File: src/rtl/core/acd_pkg.sv
// Shared types, constants and AES helper functions for the CBC decryptor.
package acd_pkg;

	// Round-key memory address and key-schedule word index widths (up to 16 rows).
	localparam int RA_W = 4;
	localparam int WI_W = RA_W + 2;

	// Configuration register indexes.
	localparam logic [2:0] CFG_KEY_MODE = 3'd0;
	localparam logic [2:0] CFG_KEY_0    = 3'd1;
	localparam logic [2:0] CFG_KEY_1    = 3'd2;
	localparam logic [2:0] CFG_KEY_2    = 3'd3;
	localparam logic [2:0] CFG_KEY_3    = 3'd4;
	localparam logic [2:0] CFG_IV_HI    = 3'd5;
	localparam logic [2:0] CFG_IV_LO    = 3'd6;

	// Key size codes.
	localparam logic [1:0] KEY_128 = 2'd0;
	localparam logic [1:0] KEY_192 = 2'd1;

	localparam logic [7:0] SBOX [256] = '{
		8'h63,8'h7c,8'h77,8'h7b,8'hf2,8'h6b,8'h6f,8'hc5,8'h30,8'h01,8'h67,8'h2b,8'hfe,8'hd7,8'hab,8'h76,
		8'hca,8'h82,8'hc9,8'h7d,8'hfa,8'h59,8'h47,8'hf0,8'had,8'hd4,8'ha2,8'haf,8'h9c,8'ha4,8'h72,8'hc0,
		8'hb7,8'hfd,8'h93,8'h26,8'h36,8'h3f,8'hf7,8'hcc,8'h34,8'ha5,8'he5,8'hf1,8'h71,8'hd8,8'h31,8'h15,
		8'h04,8'hc7,8'h23,8'hc3,8'h18,8'h96,8'h05,8'h9a,8'h07,8'h12,8'h80,8'he2,8'heb,8'h27,8'hb2,8'h75,
		8'h09,8'h83,8'h2c,8'h1a,8'h1b,8'h6e,8'h5a,8'ha0,8'h52,8'h3b,8'hd6,8'hb3,8'h29,8'he3,8'h2f,8'h84,
		8'h53,8'hd1,8'h00,8'hed,8'h20,8'hfc,8'hb1,8'h5b,8'h6a,8'hcb,8'hbe,8'h39,8'h4a,8'h4c,8'h58,8'hcf,
		8'hd0,8'hef,8'haa,8'hfb,8'h43,8'h4d,8'h33,8'h85,8'h45,8'hf9,8'h02,8'h7f,8'h50,8'h3c,8'h9f,8'ha8,
		8'h51,8'ha3,8'h40,8'h8f,8'h92,8'h9d,8'h38,8'hf5,8'hbc,8'hb6,8'hda,8'h21,8'h10,8'hff,8'hf3,8'hd2,
		8'hcd,8'h0c,8'h13,8'hec,8'h5f,8'h97,8'h44,8'h17,8'hc4,8'ha7,8'h7e,8'h3d,8'h64,8'h5d,8'h19,8'h73,
		8'h60,8'h81,8'h4f,8'hdc,8'h22,8'h2a,8'h90,8'h88,8'h46,8'hee,8'hb8,8'h14,8'hde,8'h5e,8'h0b,8'hdb,
		8'he0,8'h32,8'h3a,8'h0a,8'h49,8'h06,8'h24,8'h5c,8'hc2,8'hd3,8'hac,8'h62,8'h91,8'h95,8'he4,8'h79,
		8'he7,8'hc8,8'h37,8'h6d,8'h8d,8'hd5,8'h4e,8'ha9,8'h6c,8'h56,8'hf4,8'hea,8'h65,8'h7a,8'hae,8'h08,
		8'hba,8'h78,8'h25,8'h2e,8'h1c,8'ha6,8'hb4,8'hc6,8'he8,8'hdd,8'h74,8'h1f,8'h4b,8'hbd,8'h8b,8'h8a,
		8'h70,8'h3e,8'hb5,8'h66,8'h48,8'h03,8'hf6,8'h0e,8'h61,8'h35,8'h57,8'hb9,8'h86,8'hc1,8'h1d,8'h9e,
		8'he1,8'hf8,8'h98,8'h11,8'h69,8'hd9,8'h8e,8'h94,8'h9b,8'h1e,8'h87,8'he9,8'hce,8'h55,8'h28,8'hdf,
		8'h8c,8'ha1,8'h89,8'h0d,8'hbf,8'he6,8'h42,8'h68,8'h41,8'h99,8'h2d,8'h0f,8'hb0,8'h54,8'hbb,8'h16
	};

	localparam logic [7:0] INV_SBOX [256] = '{
		8'h52,8'h09,8'h6a,8'hd5,8'h30,8'h36,8'ha5,8'h38,8'hbf,8'h40,8'ha3,8'h9e,8'h81,8'hf3,8'hd7,8'hfb,
		8'h7c,8'he3,8'h39,8'h82,8'h9b,8'h2f,8'hff,8'h87,8'h34,8'h8e,8'h43,8'h44,8'hc4,8'hde,8'he9,8'hcb,
		8'h54,8'h7b,8'h94,8'h32,8'ha6,8'hc2,8'h23,8'h3d,8'hee,8'h4c,8'h95,8'h0b,8'h42,8'hfa,8'hc3,8'h4e,
		8'h08,8'h2e,8'ha1,8'h66,8'h28,8'hd9,8'h24,8'hb2,8'h76,8'h5b,8'ha2,8'h49,8'h6d,8'h8b,8'hd1,8'h25,
		8'h72,8'hf8,8'hf6,8'h64,8'h86,8'h68,8'h98,8'h16,8'hd4,8'ha4,8'h5c,8'hcc,8'h5d,8'h65,8'hb6,8'h92,
		8'h6c,8'h70,8'h48,8'h50,8'hfd,8'hed,8'hb9,8'hda,8'h5e,8'h15,8'h46,8'h57,8'ha7,8'h8d,8'h9d,8'h84,
		8'h90,8'hd8,8'hab,8'h00,8'h8c,8'hbc,8'hd3,8'h0a,8'hf7,8'he4,8'h58,8'h05,8'hb8,8'hb3,8'h45,8'h06,
		8'hd0,8'h2c,8'h1e,8'h8f,8'hca,8'h3f,8'h0f,8'h02,8'hc1,8'haf,8'hbd,8'h03,8'h01,8'h13,8'h8a,8'h6b,
		8'h3a,8'h91,8'h11,8'h41,8'h4f,8'h67,8'hdc,8'hea,8'h97,8'hf2,8'hcf,8'hce,8'hf0,8'hb4,8'he6,8'h73,
		8'h96,8'hac,8'h74,8'h22,8'he7,8'had,8'h35,8'h85,8'he2,8'hf9,8'h37,8'he8,8'h1c,8'h75,8'hdf,8'h6e,
		8'h47,8'hf1,8'h1a,8'h71,8'h1d,8'h29,8'hc5,8'h89,8'h6f,8'hb7,8'h62,8'h0e,8'haa,8'h18,8'hbe,8'h1b,
		8'hfc,8'h56,8'h3e,8'h4b,8'hc6,8'hd2,8'h79,8'h20,8'h9a,8'hdb,8'hc0,8'hfe,8'h78,8'hcd,8'h5a,8'hf4,
		8'h1f,8'hdd,8'ha8,8'h33,8'h88,8'h07,8'hc7,8'h31,8'hb1,8'h12,8'h10,8'h59,8'h27,8'h80,8'hec,8'h5f,
		8'h60,8'h51,8'h7f,8'ha9,8'h19,8'hb5,8'h4a,8'h0d,8'h2d,8'he5,8'h7a,8'h9f,8'h93,8'hc9,8'h9c,8'hef,
		8'ha0,8'he0,8'h3b,8'h4d,8'hae,8'h2a,8'hf5,8'hb0,8'hc8,8'heb,8'hbb,8'h3c,8'h83,8'h53,8'h99,8'h61,
		8'h17,8'h2b,8'h04,8'h7e,8'hba,8'h77,8'hd6,8'h26,8'he1,8'h69,8'h14,8'h63,8'h55,8'h21,8'h0c,8'h7d
	};

	localparam logic [7:0] RCON [10] = '{
		8'h01, 8'h02, 8'h04, 8'h08, 8'h10, 8'h20, 8'h40, 8'h80, 8'h1b, 8'h36
	};

	// Command from controller to datapath.
	typedef struct packed {
		logic            exp_en;    // produce one key-schedule word
		logic [WI_W-1:0] widx;      // word index
		logic [2:0]      wmod;      // word index mod Nk
		logic [3:0]      ri;        // round constant index
		logic            rd_en;     // read one round-key row
		logic [RA_W-1:0] rd_addr;
		logic            add_key;   // initial AddRoundKey
		logic            round_en;  // one inverse round
		logic            round_last;
		logic            finish;    // load output item, advance chain
	} acd_cmd_t;

	// Status from datapath to controller.
	typedef struct packed {
		logic [3:0]      nk;
		logic [RA_W-1:0] nr;
	} acd_stat_t;

	typedef enum logic [5:0] {
		ST_IDLE   = 6'b000001,
		ST_EXPAND = 6'b000010,
		ST_KEYRD  = 6'b000100,
		ST_ADDK   = 6'b001000,
		ST_ROUND  = 6'b010000,
		ST_FIN    = 6'b100000
	} acd_state_t;

	function automatic logic [31:0] sub_word(input logic [31:0] w);
		sub_word = {SBOX[w[31:24]], SBOX[w[23:16]], SBOX[w[15:8]], SBOX[w[7:0]]};
	endfunction

	function automatic logic [7:0] xtime(input logic [7:0] a);
		xtime = {a[6:0], 1'b0} ^ (a[7] ? 8'h1b : 8'h00);
	endfunction

	// Byte k of a block sits at bits [127-8k -: 8].
	function automatic logic [127:0] inv_shift_sub(input logic [127:0] s);
		logic [127:0] t;
		t = '0;
		for (int r = 0; r < 4; r++) begin
			for (int c = 0; c < 4; c++) begin
				t[127 - 8*(r + 4*c) -: 8] =
					INV_SBOX[s[127 - 8*(r + 4*((c + 4 - r) % 4)) -: 8]];
			end
		end
		inv_shift_sub = t;
	endfunction

	function automatic logic [127:0] inv_mix(input logic [127:0] s);
		logic [127:0] t;
		logic [7:0] a [4];
		logic [7:0] x2 [4];
		logic [7:0] x4 [4];
		logic [7:0] x8 [4];
		logic [7:0] m9 [4];
		logic [7:0] mb [4];
		logic [7:0] md [4];
		logic [7:0] me [4];
		t = '0;
		for (int c = 0; c < 4; c++) begin
			for (int r = 0; r < 4; r++) begin
				a[r]  = s[127 - 8*(4*c + r) -: 8];
				x2[r] = xtime(a[r]);
				x4[r] = xtime(x2[r]);
				x8[r] = xtime(x4[r]);
				m9[r] = x8[r] ^ a[r];
				mb[r] = x8[r] ^ x2[r] ^ a[r];
				md[r] = x8[r] ^ x4[r] ^ a[r];
				me[r] = x8[r] ^ x4[r] ^ x2[r];
			end
			t[127 - 8*(4*c)     -: 8] = me[0] ^ mb[1] ^ md[2] ^ m9[3];
			t[127 - 8*(4*c + 1) -: 8] = m9[0] ^ me[1] ^ mb[2] ^ md[3];
			t[127 - 8*(4*c + 2) -: 8] = md[0] ^ m9[1] ^ me[2] ^ mb[3];
			t[127 - 8*(4*c + 3) -: 8] = mb[0] ^ md[1] ^ m9[2] ^ me[3];
		end
		inv_mix = t;
	endfunction

endpackage

File: src/rtl/core/acd_ctrl.sv
// Sequencer for key expansion, inverse rounds and result hand-off.
module acd_ctrl import acd_pkg::*; (
	input  logic      clk,
	input  logic      arst_n,
	input  logic      in_valid,
	output logic      in_stall,
	output logic      out_valid,
	input  logic      out_stall,
	input  logic      cfg_we,
	input  acd_stat_t stat,
	output acd_cmd_t  cmd
);

	acd_state_t      state_q;
	logic            dirty_q;
	logic            out_valid_q;
	logic [WI_W-1:0] widx_q;
	logic [2:0]      wmod_q;
	logic [3:0]      ri_q;
	logic [RA_W-1:0] rnd_q;
	logic            accept;
	logic            exp_done;
	logic            slot_free;

	assign in_stall  = (state_q != ST_IDLE);
	assign accept    = in_valid && !in_stall;
	assign exp_done  = (widx_q == {stat.nr, 2'b11});
	assign slot_free = !out_valid_q || !out_stall;
	assign out_valid = out_valid_q;

	always_comb begin
		cmd            = '0;
		cmd.widx       = widx_q;
		cmd.wmod       = wmod_q;
		cmd.ri         = ri_q;
		cmd.exp_en     = (state_q == ST_EXPAND);
		case (state_q)
			ST_KEYRD: begin
				cmd.rd_en   = 1'b1;
				cmd.rd_addr = stat.nr;
			end
			ST_ADDK: begin
				cmd.add_key = 1'b1;
				cmd.rd_en   = 1'b1;
				cmd.rd_addr = rnd_q - 1'b1;
			end
			ST_ROUND: begin
				cmd.round_en   = 1'b1;
				cmd.round_last = (rnd_q == '0);
				cmd.rd_en      = (rnd_q != '0);
				cmd.rd_addr    = rnd_q - 1'b1;
			end
			ST_FIN: begin
				cmd.finish = slot_free;
			end
			default: begin
			end
		endcase
	end

	always_ff @(posedge clk or negedge arst_n) begin
		if (!arst_n) begin
			state_q     <= ST_IDLE;
			dirty_q     <= 1'b1;
			out_valid_q <= 1'b0;
			widx_q      <= '0;
			wmod_q      <= '0;
			ri_q        <= '0;
			rnd_q       <= '0;
		end else begin
			if (cfg_we) begin
				dirty_q <= 1'b1;
			end
			if (out_valid_q && !out_stall) begin
				out_valid_q <= 1'b0;
			end
			case (state_q)
				ST_IDLE: begin
					widx_q <= '0;
					wmod_q <= '0;
					ri_q   <= '0;
					if (accept) begin
						state_q <= dirty_q ? ST_EXPAND : ST_KEYRD;
					end
				end
				ST_EXPAND: begin
					widx_q <= widx_q + 1'b1;
					wmod_q <= ({1'b0, wmod_q} == stat.nk - 4'd1) ? 3'd0 : wmod_q + 3'd1;
					if (wmod_q == 3'd0 && {{(WI_W-4){1'b0}}, stat.nk} <= widx_q) begin
						ri_q <= ri_q + 4'd1;
					end
					if (exp_done) begin
						dirty_q <= 1'b0;
						state_q <= ST_KEYRD;
					end
				end
				ST_KEYRD: begin
					rnd_q   <= stat.nr;
					state_q <= ST_ADDK;
				end
				ST_ADDK: begin
					rnd_q   <= rnd_q - 1'b1;
					state_q <= ST_ROUND;
				end
				ST_ROUND: begin
					rnd_q <= rnd_q - 1'b1;
					if (rnd_q == '0) begin
						state_q <= ST_FIN;
					end
				end
				ST_FIN: begin
					if (slot_free) begin
						out_valid_q <= 1'b1;
						state_q     <= ST_IDLE;
					end
				end
				default: begin
					state_q <= ST_IDLE;
				end
			endcase
		end
	end

endmodule

File: config.mk
export PLATFORM = sky130hd
export DESIGN_NAME = acd_ctrl
export DESIGN_NICKNAME = d
export VERILOG_FILES = /design/src/rtl/core/acd_pkg.sv /design/src/rtl/core/acd_ctrl.sv
export SDC_FILE = /design/constraint.sdc
export NUM_CORES = 1
export LEC_CHECK = 0
export BUFFER_PORTS_ARGS = -buffer_cell sky130_fd_sc_hd__buf_2
export CAP_MARGIN = 20
export CORE_MARGIN = 2
export CORE_UTILIZATION = 40
export CTS_BUF_LIST = sky130_fd_sc_hd__clkbuf_2
export CTS_CLUSTER_SIZE = 8
export DETAILED_ROUTE_END_ITERATION = 12
export HOLD_SLACK_MARGIN = 0.08
export PLACE_DENSITY_LB_ADDON = 0.1
export SLEW_MARGIN = 25
export SYNTH_ARGS = -nofsm -noshare
export SYNTH_HDL_FRONTEND = slang
export SYNTH_SLANG_ARGS = --single-unit
File: constraint.sdc
create_clock -name clk -period 5.1 [get_ports clk]
set_input_delay 1.02 -clock clk [delete_from_list [all_inputs] [get_ports clk]]
set_output_delay 1.02 -clock clk [all_outputs]
set_load 0.05 [all_outputs]
== Yosys cells after proc, flatten, opt, wreduce, memory -nomap -nowiden ==
Index checks and enable logic that the tools add are counted.
Storage, ports and cells
  flip-flop bits (word level): 25
  output and inout port bits: 25
Cells by class
  add/subtract/negate cells: 5
  order comparisons: 1
  eq/ne operators: 14
  mux-type cells: 22
  reduce and logical (&&, ||, !) cells: 15
Operators by type and width (number)
  $pmux W6 S6: 1
  $mux W6: 4
  $pmux W4 S2: 2
  $pmux W5 S3: 1
  $pmux W6 S2: 1
  $mux W1: 8
  $sub A4 B1 Y4 const B: 2
  $add A6 B1 Y6 const B: 1
  $eq A6 B1 Y1 const B: 1
  $eq A6 B2 Y1 const B: 1
  $eq A6 B3 Y1 const B: 1
  $eq A6 B4 Y1 const B: 1
  $eq A6 B5 Y1 const B: 1
  $eq A6 B6 Y1: 1
  $eq A6 B6 Y1 const B: 1
  $le A4 B6 Y1: 1
  $mux W3: 2
  $ne A2 B2 Y1 const B: 3
  $ne A6 B1 Y1 const B: 1
  $pmux W3 S2: 1
  $add A4 B1 Y4 const B: 1
  $eq A3 B4 Y1: 1
  $logic_not A4 Y1: 1
  $mux W4: 1
  other kinds (12): 18

== Depth between registers and ports, before layout ==
  depth after elaboration: 5
  gate-level depth with buffers: 8
  depth with buffers taken out: 7

== Worst setup path before layout ==
Ideal clock, no wire load.
  path type: reg2out
  from: register rnd_q[0]
  to: output cmd[8] (netlist bit)
  arrival time: 2.573 ns
  data required time: 4.080 ns
  setup slack: 1.507 ns
  stages on the path, launching flop included: 8
  cells stage by stage: dfrtp_1 -> inv_1 -> ha_1 -> or3b_2 -> nand3b_1 -> a21oi_1 -> a21oi_1 -> nor4_1
RTL lines
  start: declaration: RTL line acd_ctrl.sv:20  | logic [RA_W-1:0] rnd_q;
  start signal: assignment: RTL line acd_ctrl.sv:98  | rnd_q <= stat.nr;
  start signal: assignment: RTL line acd_ctrl.sv:102  | rnd_q <= rnd_q - 1'b1;
  start signal: assignment: RTL line acd_ctrl.sv:106  | rnd_q <= rnd_q - 1'b1;
  end: declaration: RTL line acd_ctrl.sv:11  | output acd_cmd_t cmd

==> results by group <==
Status
  • Outcome: complete, no violations

Timing
  • Tcrit/Tclk final: 0.630
  • Worst slew pin tran: 687 ps
  • RSZ-0062 raised after global routing: no
  • Max Freq: 311 MHz
  • Hold Slack: 522 ps
  • Layout Skew: 2.35 ps
  • Minimum clock period: 3210 ps
  • Post-route setup TNS: 0 ps
  • Relative slew slack: 0.536
  • Final hold violations: 0
  • Final setup vio count: 0
  • Setup ws final: 1890 ps
  • Final Slew Violations: 0

Clock network
  • Post-CTS Setup Bufs: 0
  • Root buffer cell: clkbuf_2
  • # hold bufs at CTS: 0
  • Clk slew on worst S/H paths: 240 ps
  • CTS tree: built
  • Post_cts resized: 0
  • Clock sink count: 25
  • CTS Buf Count: 3
  • H-tree levels: 1
  • Clock buffer depth: 2
  • Clock Latency Late Sink: 360 ps

Setup path
  • Worst Path Max Fanout: 5
  • Cell family with most CP delay: simple AND/OR/NAND/NOR gates
  • CP startpoint kind: register
  • CP startpoint: rnd_q[0]
  • WP buf/inv: 2
  • CP endpoint kind: primary output
  • Slowest stage delay, CP: 530 ps
  • CP Cell Sequence: inv_1 -> ha_1 -> or3b_2 -> nand3b_1 -> a21oi_1 -> a21oi_1 -> nor4_1 -> buf_2
  • Critical path class: reg -> out
  • Critical path's most frequent cell: a21oi_1
  • Worst path arrival time: 2190 ps
  • R2R Path Start: widx_q[3]
  • CP max stage cell: or3b_2
  • CP Data Required Time: 4080 ps

Power and ir drop
  • Int Power: 0.377 mW
  • Final Total Pwr: 0.743 mW
  • PwrDens: 400 nW/um2
  • Comb pwr share: 0.511
  • NetSw: 0.367 mW
  • Switching share of total power: 0.493
  • Reg power frac: 0.379
  • Clk pwr share: 0.109
  • Leakage: 0.946 nW
  • Peak supply drop: 209 uV

Synth
  • Syn_area_per_cell: 9.28 um2
  • Total nets after synthesis: 196
  • Synth Flop Type: dfrtp_1
  • Synthesized cell area: 1610 um2
  • Seq cells post-synth: 25
  • Sequential area share after synthesis: 0.391
  • Post-synth ARST share: 1.00
  • Post-Syn Instances: 173
  • Yosys cell types: 48
  • EDFF count, synth: 0
  • Synth warn: 0

Global route
  • Global-route wire length before repair: 6190 um
  • Antenna violations before repair: 0
  • Total GRT Usage: 0.181
  • Largest net degree at the start of global routing: 26
  • GRT overflow: 0
  • Vias in the first global route: 1350

Finish
  • Commonest non-fill, non-tap cell in the layout: buf_2
  • Post-layout util: 0.472
  • Post-route cell area: 1860 um2
  • Layout cell share with drive strength beyond 1: 0.256
  • Nets@finish: 235
  • Diode count: 0
  • Final Instance Count excl. Fillers: 261
  • Area Growth Syn to Fin: 15.8%
  • Most frequent cells in the layout: buf_2, dfrtp_1, o21ai_0

Routing
  • Routed length per placed instance: 14.2 um
  • Iter 0 DRT Violations: 85
  • Drt via density: 5.44
  • Final wirelength: 3700 um
  • Drt drc: 0
  • ANT nets after route: 0
  • Vias: 1420
  • First-pass DRT Iterations: 4

Place
  • Pre-CTS setup slack: 2330 ps
  • Post-DP HPWL: 2830 um
  • Routability cong.: 0.786
  • Cell Area, Placed: 1840 um2
  • Port bufs: 37
  • Dpl cells: 257

Floorplanning
  • Core area: 3940 um2
  • Die height: 67.4 um
  • Die Wd: 67.4 um
  • Std cell rows: 23
  • I/O pins: 38
  • Die ar.: 4540 um2
  • Starting Density: 0.407

Worst hold path
  • Hold Crit Start: ri_q[3]
  • Hold/Removal Path Class: reg -> reg

Flow run
  • Max Cap Viol: 0
[per-layer routing]
| layer | up-vias | share of wire | global-route usage |
|---|---|---|---|
| li1 | 696 | - | - |
| met1 | 695 | 0.47 | 0.236 |
| met2 | 24 | 0.49 | 0.311 |
| met3 | 5 | 0.025 | 0.0200 |
| met4 | 0 | 0.014 | 0.0663 |
| met5 | - | 0 | 0 |
[worst reg2reg max path, stage by stage, from the launching register on]
cell and delay [ps]:
dfrtp_1 500, inv_1 110, ha_1 300, nor4bb_1 360, o21ai_0 170, a211oi_2 360
or2_4 210, o21ai_0 80
[cell usage after synthesis, drive strengths merged (2+ instances only)]
master,number,area [um2]
dfrtp,23,576
xor2,2,17.5
o31ai,2,15.0
buf,2,10.0
nand3,4,20.0
a21o,4,30.0
nor2b,3,18.8
ha,10,125
or3b,2,17.5
nand3b,5,50.1
o41ai,2,25.0
nand4,2,12.5
nand2,14,52.6
a21oi,5,25.0
dfstp,2,52.6
o21ai,18,90.1
nor4,3,33.8
o22ai,3,18.8
nor2,16,60.1
inv,15,56.3
nor3,3,15.0
xnor2,7,61.3
nand2b,2,12.5
and3,4,26.3
[kinds of logic after synthesis]
group,share of synthesized area
compound gates,0.194
xor+xnor,0.0491
buf+inv,0.0468
flops,0.391
simple gates,0.235
mux,0.00624
fa+ha+maj,0.0779
[flip-flops by register name, indices dropped and copies added, names as in the netlist]
signal     cells
ri_q           4
widx_q         6
wmod_q         3
out_valid      1
dirty_q        1
rnd_q          4
state_q        6
[area by class of cell]
cell class              instances  area [um2]
flip-flops and latches         25         628
clock buffers                   3        15.0
fillers                       378        2080
multi-input cells             129         902
well taps                      50        62.6
inverters                      16        61.3
clock inverters                 1        5.00
repair buffers                 37         185
[worst paths after layout]
path	slack (ps)	depth (start not counted)	endpoint
worst max register to register	2920	7	ri_q[2]
worst min register to register	520	1	ri_q[3]
min in group asynchronous	600	1	state_q[5]
worst max-delay path	1890	8	cmd[8]
worst min-delay path	520	1	ri_q[3]
max in group asynchronous	4130	1	state_q[0]
[power by group through the flow]
stage	sequential (mW)	combinational, mW	clock [mW]
after floorplan	0.342	0.232	0
after global placement	0.284	0.376	0
after detailed placement	0.286	0.383	0
after CTS	0.282	0.385	0.0840
after global routing	0.290	0.421	0.0919
final	0.282	0.380	0.0812
No activity file was read; power rests on OpenSTA's default activity.
